--- src/sv/score_digit_display_blink_assert.svh ---
// Assertion macros for the score digit display blink block.
// Used by sdd_entry and score_digit_display_blink; needs nothing else.
`ifndef SCORE_DIGIT_DISPLAY_BLINK_ASSERT_SVH
`define SCORE_DIGIT_DISPLAY_BLINK_ASSERT_SVH

// Same-cycle implication, disabled during reset
`define SDD_ASSERT_IMP(name, clk, rst, ante, cons, msg) \
   name: assert property (@(posedge clk) disable iff (rst) (ante) |-> (cons)) \
      else $error(msg);

// Next-cycle implication, disabled during reset
`define SDD_ASSERT_NXT(name, clk, rst, ante, cons, msg) \
   name: assert property (@(posedge clk) disable iff (rst) (ante) |=> (cons)) \
      else $error(msg);

`endif

--- src/sv/sdd_pkg.sv ---
// Shared types, constants and functions of the score digit display blink block.
// No dependencies; used by every module of the block.
package sdd_pkg;

   // Configured digit count and blink period
   localparam int DIGIT_COUNT  = 8;
   localparam int BLINK_FRAMES = 16;

   // Output format: eight digit codes, most significant first
   localparam int OUT_DIGITS = 8;
   localparam int BCD_W      = 4 * OUT_DIGITS;
   localparam logic [3:0] BLANK_CODE = 4'd10;

   localparam int EFF_DIGITS = (DIGIT_COUNT > OUT_DIGITS) ? OUT_DIGITS :
                               ((DIGIT_COUNT < 1) ? 1 : DIGIT_COUNT);

   function automatic longint unsigned pow10(input int n);
      longint unsigned p;
      p = 1;
      for (int i = 0; i < n; i++) begin
         p = p * 10;
      end
      return p;
   endfunction

   localparam longint unsigned SCORE_CAP = pow10(EFF_DIGITS) - 1;
   localparam int VALUE_W    = $clog2(SCORE_CAP + 1);
   localparam int CELL_COUNT = VALUE_W;
   localparam int BLINK_W    = $clog2(BLINK_FRAMES);

   typedef logic [OUT_DIGITS-1:0][3:0] digits_type;

   typedef struct packed {
      logic signed [31:0] score;
      logic               blink_enable;
   } req_type;

   typedef struct packed {
      logic [3:0] digit_0;
      logic [3:0] digit_1;
      logic [3:0] digit_2;
      logic [3:0] digit_3;
      logic [3:0] digit_4;
      logic [3:0] digit_5;
      logic [3:0] digit_6;
      logic [3:0] digit_7;
      logic       redrawn;
      logic       visible;
   } rsp_type;

   // Contents of one conversion cell
   typedef struct packed {
      logic [VALUE_W-1:0] bin;
      logic [BCD_W-1:0]   bcd;
      logic               redraw;
      logic               visible;
      logic               blank;
   } cell_type;

   // One shift-and-add-3 step: adjust every BCD digit, shift in the next binary bit
   function automatic cell_type dabble_step(input cell_type c);
      cell_type         r;
      logic [BCD_W-1:0] adj;
      logic [3:0]       d;
      r   = c;
      adj = c.bcd;
      for (int j = 0; j < OUT_DIGITS; j++) begin
         d = c.bcd[j*4 +: 4];
         if (d >= 4'd5) begin
            adj[j*4 +: 4] = d + 4'd3;
         end
      end
      r.bcd = {adj[BCD_W-2:0], c.bin[VALUE_W-1]};
      r.bin = {c.bin[VALUE_W-2:0], 1'b0};
      return r;
   endfunction

   // Split BCD into digit codes, blanking leading zeros but never the units digit
   function automatic digits_type blank_digits(input logic [BCD_W-1:0] bcd,
                                               input logic blank);
      digits_type r;
      logic       started;
      logic [3:0] d;
      started = 1'b0;
      for (int j = 0; j < OUT_DIGITS; j++) begin
         d = bcd[(OUT_DIGITS-1-j)*4 +: 4];
         if (!blank || started || d != 4'd0 || j == OUT_DIGITS - 1) begin
            started = 1'b1;
            r[j]    = d;
         end else begin
            r[j] = BLANK_CODE;
         end
      end
      return r;
   endfunction

endpackage

--- src/sv/sdd_dabble_cell.sv ---
// One cell of the binary to BCD conversion chain: a register stage doing one
// shift-and-add-3 step. Depends on sdd_pkg.
module sdd_dabble_cell (
   input  logic              clock,
   input  logic              reset,
   input  logic              load,
   input  logic              prev_valid,
   input  sdd_pkg::cell_type prev_data,
   output logic              cur_valid,
   output sdd_pkg::cell_type cur_data
);

   logic              valid_ff;
   sdd_pkg::cell_type data_ff;
   sdd_pkg::cell_type data_in;

   // Apply one conversion step to the item arriving from the neighbor
   assign data_in = sdd_pkg::dabble_step(prev_data);

   // Take the neighbor's slot (item or bubble) whenever this slot frees up
   always_ff @(posedge clock) begin
      if (reset) begin
         valid_ff <= 1'b0;
      end else if (load) begin
         valid_ff <= prev_valid;
      end
   end

   always_ff @(posedge clock) begin
      if (load && prev_valid) begin
         data_ff <= data_in;
      end
   end

   assign cur_valid = valid_ff;
   assign cur_data  = data_ff;

endmodule

--- src/sv/sdd_entry.sv ---
// Entry stage: clamps the score, decides on a redraw and runs the blink counter.
// Depends on sdd_pkg and score_digit_display_blink_assert.svh.
`include "score_digit_display_blink_assert.svh"

module sdd_entry (
   input  logic              clock,
   input  logic              reset,
   input  logic              accept,
   input  sdd_pkg::req_type  req,
   input  logic              blank,
   output sdd_pkg::cell_type first_data
);

   logic [sdd_pkg::VALUE_W-1:0] shown_value_ff;
   logic                        shown_valid_ff;
   logic [sdd_pkg::BLINK_W-1:0] blink_count_ff;
   logic                        hidden_ff;

   logic [sdd_pkg::VALUE_W-1:0] value;
   logic                        redraw;
   logic [sdd_pkg::BLINK_W-1:0] blink_count_in;
   logic                        hidden_in;

   // Clamp, compare with the shown value, advance the blink counter
   always_comb begin
      if (req.score[31]) begin
         value = '0;
      end else if (req.score[30:0] > 31'(sdd_pkg::SCORE_CAP)) begin
         value = sdd_pkg::VALUE_W'(sdd_pkg::SCORE_CAP);
      end else begin
         value = req.score[sdd_pkg::VALUE_W-1:0];
      end
      redraw = !shown_valid_ff || (value != shown_value_ff);

      blink_count_in = blink_count_ff;
      hidden_in      = hidden_ff;
      if (req.blink_enable) begin
         if (blink_count_ff == sdd_pkg::BLINK_W'(sdd_pkg::BLINK_FRAMES - 1)) begin
            blink_count_in = '0;
            hidden_in      = !hidden_ff;
         end else begin
            blink_count_in = blink_count_ff + 1'b1;
         end
      end

      first_data.bin     = value;
      first_data.bcd     = '0;
      first_data.redraw  = redraw;
      first_data.visible = !hidden_in;
      first_data.blank   = blank;
   end

   // Update frame state on each accepted item
   always_ff @(posedge clock) begin
      if (reset) begin
         shown_value_ff <= '0;
         shown_valid_ff <= 1'b0;
         blink_count_ff <= '0;
         hidden_ff      <= 1'b0;
      end else if (accept) begin
         blink_count_ff <= blink_count_in;
         hidden_ff      <= hidden_in;
         if (redraw) begin
            shown_value_ff <= value;
            shown_valid_ff <= 1'b1;
         end
      end
   end

   `SDD_ASSERT_NXT(a_blink_hold, clock, reset, accept && !req.blink_enable, $stable(hidden_ff) && $stable(blink_count_ff), "blink state moved while disabled")
   `SDD_ASSERT_NXT(a_redraw_latch, clock, reset, accept && redraw, shown_valid_ff && shown_value_ff == $past(value), "shown value not taken on redraw")
   `SDD_ASSERT_IMP(a_value_cap, clock, reset, 1'b1, shown_value_ff <= sdd_pkg::VALUE_W'(sdd_pkg::SCORE_CAP), "shown value above cap")

endmodule

--- src/sv/score_digit_display_blink.sv ---
// Score digit display with blink: top level.
// Usage: each item on req_ (score, blink_enable) is one display frame and
// yields exactly one item on rsp_ with eight digit codes (10 = blank), a
// redrawn flag and a visible flag. Items leave in the order they arrive.
// The csr_ write channel sets blank_leading_zeros; csr_ready is always high.
// Write it only while no item is in flight.
// Path: an accepted item is loaded into the first of 27 shift-and-add-3
// cells, crosses the rest of the chain and is then loaded into the output
// register. Throughput: one item per cycle while the output is not held
// by rsp_stall; the chain of conversion cells sets the latency, each cell
// doing one bit step.
// Stall: when rsp_stall holds the output register, the items behind it
// close up into empty cells; req_stall rises only when every cell and the
// output register are full.
// Reset (synchronous, active high): empties the chain, clears the digit
// store, blink counter, hidden flag and blanking; the first frame redraws.
// Depends on sdd_pkg, sdd_entry, sdd_dabble_cell and the assertion header.
`include "score_digit_display_blink_assert.svh"

module score_digit_display_blink (
   input  logic             clock,
   input  logic             reset,
   input  logic             req_valid,
   output logic             req_stall,
   input  sdd_pkg::req_type req_payload,
   output logic             rsp_valid,
   input  logic             rsp_stall,
   output sdd_pkg::rsp_type rsp_payload,
   input  logic             csr_valid,
   output logic             csr_ready,
   input  logic             csr_data
);

   localparam int N = sdd_pkg::CELL_COUNT;

   logic                blank_ff;
   logic [N:0]          free;
   logic [N:0]          chain_valid;
   sdd_pkg::cell_type   chain_data [N+1];
   logic [N-1:0]        cell_valid;
   logic                accept;

   logic                rsp_valid_ff;
   sdd_pkg::rsp_type    rsp_payload_ff;
   sdd_pkg::rsp_type    rsp_payload_in;
   sdd_pkg::digits_type store_ff;
   sdd_pkg::digits_type fresh;
   sdd_pkg::digits_type shown;
   sdd_pkg::cell_type   last;

   // Configuration register
   assign csr_ready = 1'b1;

   always_ff @(posedge clock) begin
      if (reset) begin
         blank_ff <= 1'b0;
      end else if (csr_valid && csr_ready) begin
         blank_ff <= csr_data;
      end
   end

   // A slot is free if the output can move or any slot from here on is empty
   assign cell_valid = chain_valid[N:1];

   always_comb begin
      free[N] = !rsp_valid_ff || !rsp_stall;
      for (int k = 0; k < N; k++) begin
         free[k] = free[N] ||
                   ((cell_valid | ((N'(1) << k) - N'(1))) != {N{1'b1}});
      end
   end

   assign req_stall = !free[0];
   assign accept    = req_valid && free[0];

   sdd_entry u_entry (
      .clock      (clock),
      .reset      (reset),
      .accept     (accept),
      .req        (req_payload),
      .blank      (blank_ff),
      .first_data (chain_data[0])
   );

   assign chain_valid[0] = req_valid;

   // Conversion chain: one cell per binary bit
   for (genvar g = 0; g < N; g++) begin : g_cell
      sdd_dabble_cell u_cell (
         .clock      (clock),
         .reset      (reset),
         .load       (free[g]),
         .prev_valid (chain_valid[g]),
         .prev_data  (chain_data[g]),
         .cur_valid  (chain_valid[g+1]),
         .cur_data   (chain_data[g+1])
      );
   end

   // Format the finished item: fresh digits on redraw, held digits otherwise
   assign last = chain_data[N];

   always_comb begin
      fresh = sdd_pkg::blank_digits(last.bcd, last.blank);
      shown = last.redraw ? fresh : store_ff;
      rsp_payload_in.digit_0 = shown[0];
      rsp_payload_in.digit_1 = shown[1];
      rsp_payload_in.digit_2 = shown[2];
      rsp_payload_in.digit_3 = shown[3];
      rsp_payload_in.digit_4 = shown[4];
      rsp_payload_in.digit_5 = shown[5];
      rsp_payload_in.digit_6 = shown[6];
      rsp_payload_in.digit_7 = shown[7];
      rsp_payload_in.redrawn = last.redraw;
      rsp_payload_in.visible = last.visible;
   end

   // Output register and digit store
   always_ff @(posedge clock) begin
      if (reset) begin
         rsp_valid_ff <= 1'b0;
         store_ff     <= '0;
      end else if (free[N]) begin
         rsp_valid_ff <= chain_valid[N];
         if (chain_valid[N] && last.redraw) begin
            store_ff <= fresh;
         end
      end
   end

   always_ff @(posedge clock) begin
      if (free[N] && chain_valid[N]) begin
         rsp_payload_ff <= rsp_payload_in;
      end
   end

   assign rsp_valid   = rsp_valid_ff;
   assign rsp_payload = rsp_payload_ff;

   `SDD_ASSERT_NXT(a_enter_chain, clock, reset, accept, chain_valid[1], "accepted item missing from first cell")
   `SDD_ASSERT_IMP(a_units_shown, clock, reset, rsp_valid_ff, rsp_payload_ff.digit_7 != sdd_pkg::BLANK_CODE, "units digit blanked")
   `SDD_ASSERT_IMP(a_store_match, clock, reset, rsp_valid_ff, rsp_payload_ff.digit_0 == store_ff[0] && rsp_payload_ff.digit_7 == store_ff[7], "output digits differ from store")

endmodule

--- config.mk ---
export PLATFORM = sky130hd
export DESIGN_NAME = score_digit_display_blink
export DESIGN_NICKNAME = d
export VERILOG_FILES = /design/src/sv/sdd_pkg.sv /design/src/sv/sdd_dabble_cell.sv /design/src/sv/sdd_entry.sv /design/src/sv/score_digit_display_blink.sv
export VERILOG_INCLUDE_DIRS = /design/src /design/src/sv
export SDC_FILE = /design/constraint.sdc
export NUM_CORES = 1
export LEC_CHECK = 0
export BUFFER_PORTS_ARGS = -buffer_cell sky130_fd_sc_hd__buf_2
export CAP_MARGIN = 20
export CELL_PAD_IN_SITES_DETAIL_PLACEMENT = 2
export CELL_PAD_IN_SITES_GLOBAL_PLACEMENT = 2
export CORE_MARGIN = 10
export CORE_UTILIZATION = 43
export CTS_CLUSTER_SIZE = 40
export DETAILED_ROUTE_END_ITERATION = 6
export PLACE_DENSITY_LB_ADDON = 0.1
export SLEW_MARGIN = 20
export SYNTH_ARGS = -nofsm -noshare
export SYNTH_HDL_FRONTEND = slang
export SYNTH_SLANG_ARGS = --single-unit
export TNS_END_PERCENT = 30
--- constraint.sdc ---
create_clock -name clock -period 11.5 [get_ports clock]
set_input_delay 2.3 -clock clock [delete_from_list [all_inputs] [get_ports clock]]
set_output_delay 2.3 -clock clock [all_outputs]
set_load 0.01 [all_outputs]
==> summary.md <==
| Metric | Value |
|---|---|
| Status | finished clean |
| Final net count | 3769 |
| Port Buffers | 74 |
| Total congestion overflow | 0 |
| CP dominant cell by count | buf_2 |
| Most frequent cells in the layout | 946 x edfxtp_1, 463 x nand2_1, 250 x inv_1, 229 x o21ai_0, 223 x ha_1 |
| Slowest Stage Delay on Critical Path | 0.57 ns |
| Hold-fix buffers, CTS | 0 |
| P_int | 6.18 mW |
| RR Endpoint | u_entry.shown_value_ff[5]$_SDFFE_PP0P_ |
| Longest Clk Path Bufs | 3 |
| Diodes inserted | 0 |
| Area of the core | 0.102 mm^2 |
| Fin crit period | 6.92 ns |
| Kind of end point of the critical path | output port |
| Delay-heaviest family, CP | simple AND/OR/NAND/NOR gates |
| Clk_skew | 0.0293 ns |
| Main flop type after synthesis | edfxtp_1 |
| I/O pins | 76 |
| GP Congestion | 0.796 |
| CP endpoint | req_stall |
| DRT Pass-1 Iters | 4 |
| Setup Fix Bufs, Post-CTS | 0 |
| Root Driver | clkbuf_16 |
| Row count | 117 |
| Total track usage | 18.5% |
| Area of the multi-input gates | 0.0129 mm^2 |
| Hold Fails Final Rpt | 0 |
| Sequential Area | 0.0303 mm^2 |
| Worst Path Buf+Inv | 2 |
| Vias | 26.0k |
| Worst EP required | 9.20 ns |
| Synthesis-to-finish area growth | 14.1% |
| Worst Setup Start Kind | input pin |
| Flop2flop setup slack | 6.37 ns |
| Mapped Nets | 3590 |
| Avg Synthesized Cell Area | 13.2 um^2 |
| Synth cell types | 76 |
| Die height | 340 um |
| Clock latency on the worst-skew pair | 0.71 ns |
| Commonest non-fill, non-tap cell in the layout | edfxtp_1 |
| Num CTS Buffers | 111 |
| Antenna-violating nets left | 0 |
| Post-cts resize count | 0 |
| CP startpoint | rsp_stall |
| Clock sink total | 1040 |
| Ys Warns | 0 |
| First-pass GRT wire length | 170000 um |
| Post-synth EDFFs | 946 |
| Slowest library cell on the worst path | or4_1 |
| Vias in the first global route | 30.1k |
| Fraction of final layout cells sized beyond drive strength 1 | 9.13% |
| Max Cap Violations | 0 |
| Worst VDD drop | 0.000111 V |
| Register area share after synthesis | 68.7% |
| Met1 wire length | 38000 um |
| Path depth of the worst reg2reg path | 11 |
| Post-Syn Instances | 3328 |
| Clock transition at path regs | 0.07 ns |
| Crit path depth | 7 |
| CP max FO | 6 |
| Worst EP arrival | 4.62 ns |
| Die Wd | 340 um |
| Die area | 0.116 mm^2 |
| Initial Utilization | 43.3% |
| Routed WL | 108000 um |
| Flop pwr share | 52.8% |
| Via-to-Cell Ratio | 5.23 |
| WL/cell | 21.6 um |
| Setup TNS | 0 ns |
| Final Hold Slack | 0.401 ns |
| Worst slew pin tran | 0.951 ns |
| Power per cell area | 155 mW/mm^2 |
| Initial DRC Count | 1111 |
| Largest net degree at the start of global routing | 85 |
| Ys async rst share | 0% |
| Max Clk Rate | 145 MHz |
| Routed wire length on met3 | 2850 um |
| Clock share of power | 46.2% |
| Post-route clock period utilization | 60.1% |
| Highest routed layer | met5 |
| Relative slew margins | 36.4% |
| Hold Path Class | flip-flop to flip-flop |
| FF-to-FF Start | g_cell[26].u_cell.cur_valid$_SDFFE_PP0N_ |
| Synth Register Bits | 1040 |
| Initial antenna violation count | 1 |
| DRC viols | 0 |
| Critical Setup Path Class | input pin to output port |
| Filler instances | 9786 |
| Switching power | 1.61 mW |
| Static Leak | 18.5 nW |
| DP Wirelength | 75800 um |
| Max H-tree Level | 3 |
| Final setup fails | 0 |
| Switching share of power | 20.7% |
| Met2 wire len | 62600 um |
| RSZ-0062 raised after global routing | false |
| CTS tree | built |
| CP cell instances | buf_2 > and4_1 > and3_1 > nand2_1 > or4_1 > nor4_1 > buf_2 |
| Comb power frac | 1.0% |
| Final Slew Violations | 0 |
| Netlist Area Pre-Place | 0.0441 mm^2 |
## state kept, by name, indices dropped and copies added, names as in the netlist
signal / count
g_cell.u_cell.cur_data: 912
rsp_payload: 34
store_ff: 32
g_cell.u_cell.cur_valid: 27
u_entry.shown_value_ff: 27
u_entry.blink_count_ff: 4
blank_ff: 1
rsp_valid: 1
u_entry.hidden_ff: 1
u_entry.shown_valid_ff: 1
## cells in the mapped netlist (18+ instances only)
library cell / instances / share of area, %
edfxtp_1: 946 / 64
nand2_1: 463 / 3.9
inv_1: 250 / 2.1
o21ai_0: 229 / 2.6
ha_1: 223 / 6.3
nor2_1: 221 / 1.9
nand2b_1: 203 / 2.9
a21oi_1: 200 / 2.3
xnor2_1: 111 / 2.2
mux2i_1: 106 / 2.4
dfxtp_1: 94 / 4.3
nand3_1: 32 / 0.36
clkbuf_1: 27 / 0.23
and3_1: 18 / 0.26
mux2_2: 18 / 0.46
## worst min path at each step
stage / depth (start not counted) / end / start / slack (ns)
final: 0 / g_cell[3].u_cell.cur_data[55]$_DFFE_PP_ / g_cell[2].u_cell.cur_data[54]$_DFFE_PP_ / 0.40
after global routing: 0 / g_cell[3].u_cell.cur_data[55]$_DFFE_PP_ / g_cell[2].u_cell.cur_data[54]$_DFFE_PP_ / 0.41
after CTS: 0 / g_cell[13].u_cell.cur_data[0]$_DFFE_PP_ / g_cell[12].u_cell.cur_data[0]$_DFFE_PP_ / 0.40
after detailed placement: 0 / g_cell[24].u_cell.cur_data[1]$_DFFE_PP_ / g_cell[23].u_cell.cur_data[1]$_DFFE_PP_ / 0.41
after global placement: 0 / g_cell[9].u_cell.cur_data[54]$_DFFE_PP_ / g_cell[8].u_cell.cur_data[53]$_DFFE_PP_ / 0.40
after floorplan: 0 / g_cell[10].u_cell.cur_data[0]$_DFFE_PP_ / g_cell[9].u_cell.cur_data[0]$_DFFE_PP_ / 0.40
## routing by layer
layer  GRT usage [%]  vias to the layer above
met2            38.0                      340
met4            7.00                        2
li1                -                    12157
met3            2.77                      211
met1            18.0                    13311
met5               0                        -
## cells by family (layout without fill, tap and decap cells)
| kind of cell | after synthesis | in the layout | synth area share (%) |
|---|---|---|---|
| AO/OA/AOI/OAI | 517 | 517 | 6.55 |
| XOR/XNOR | 115 | 115 | 2.29 |
| adder cells (fa/ha/maj) | 223 | 223 | 6.33 |
| buffers and inverters | 291 | 568 | 2.57 |
| flip-flops | 1040 | 1040 | 68.7 |
| multiplexers | 124 | 124 | 2.87 |
| other | 1 | 1 | 0.00851 |
| AND/OR/NAND/NOR | 1017 | 1017 | 10.7 |
## worst register-to-register path: stages, from the launching register on
cell and delay, ns:
dfxtp_1 0.41, and4_1 0.41, and3_1 0.48, nand3_1 0.36
nor3_4 0.68, nor3b_1 0.56, nand2b_1 0.21, nand2_1 0.57
inv_2 0.36, buf_4 0.37, a21oi_4 0.46, o2bb2ai_1 0.20
## power by group through the flow
stage,logic (mW),clock network [mW],registers [mW]
2_1_floorplan,0.0452,0,4.18
3_3_place_gp,0.0722,0,4.19
3_5_place_dp,0.0792,0,4.19
4_1_cts,0.0804,3.69,4.11
5_1_grt,0.0880,3.82,4.11
6_report,0.0805,3.60,4.11
## stage by stage
stage	utilization, %	std cells	power (mW)	instance area [um^2]	setup slack [ns]
after detailed placement	45.6	4753	4.27	46400	4.16
after global placement	45.5	4750	4.26	46300	4.74
after CTS	49.2	4964	7.88	50000	4.55
after floorplan	-	3328	4.23	44100	5.18
final	49.4	4973	7.79	50300	4.58
after global routing	49.4	4973	8.03	50300	4.43
## final cells by class
cell class	instances	area share (%)
inverter	252	1.89
tap	1368	3.41
sequential	1040	60.3
multi-input combinational	1997	25.6
clock buffer	148	6.11
clock inverter	63	1.10
timing repair buffer	105	1.63
Power figures use the tool's default switching activity.
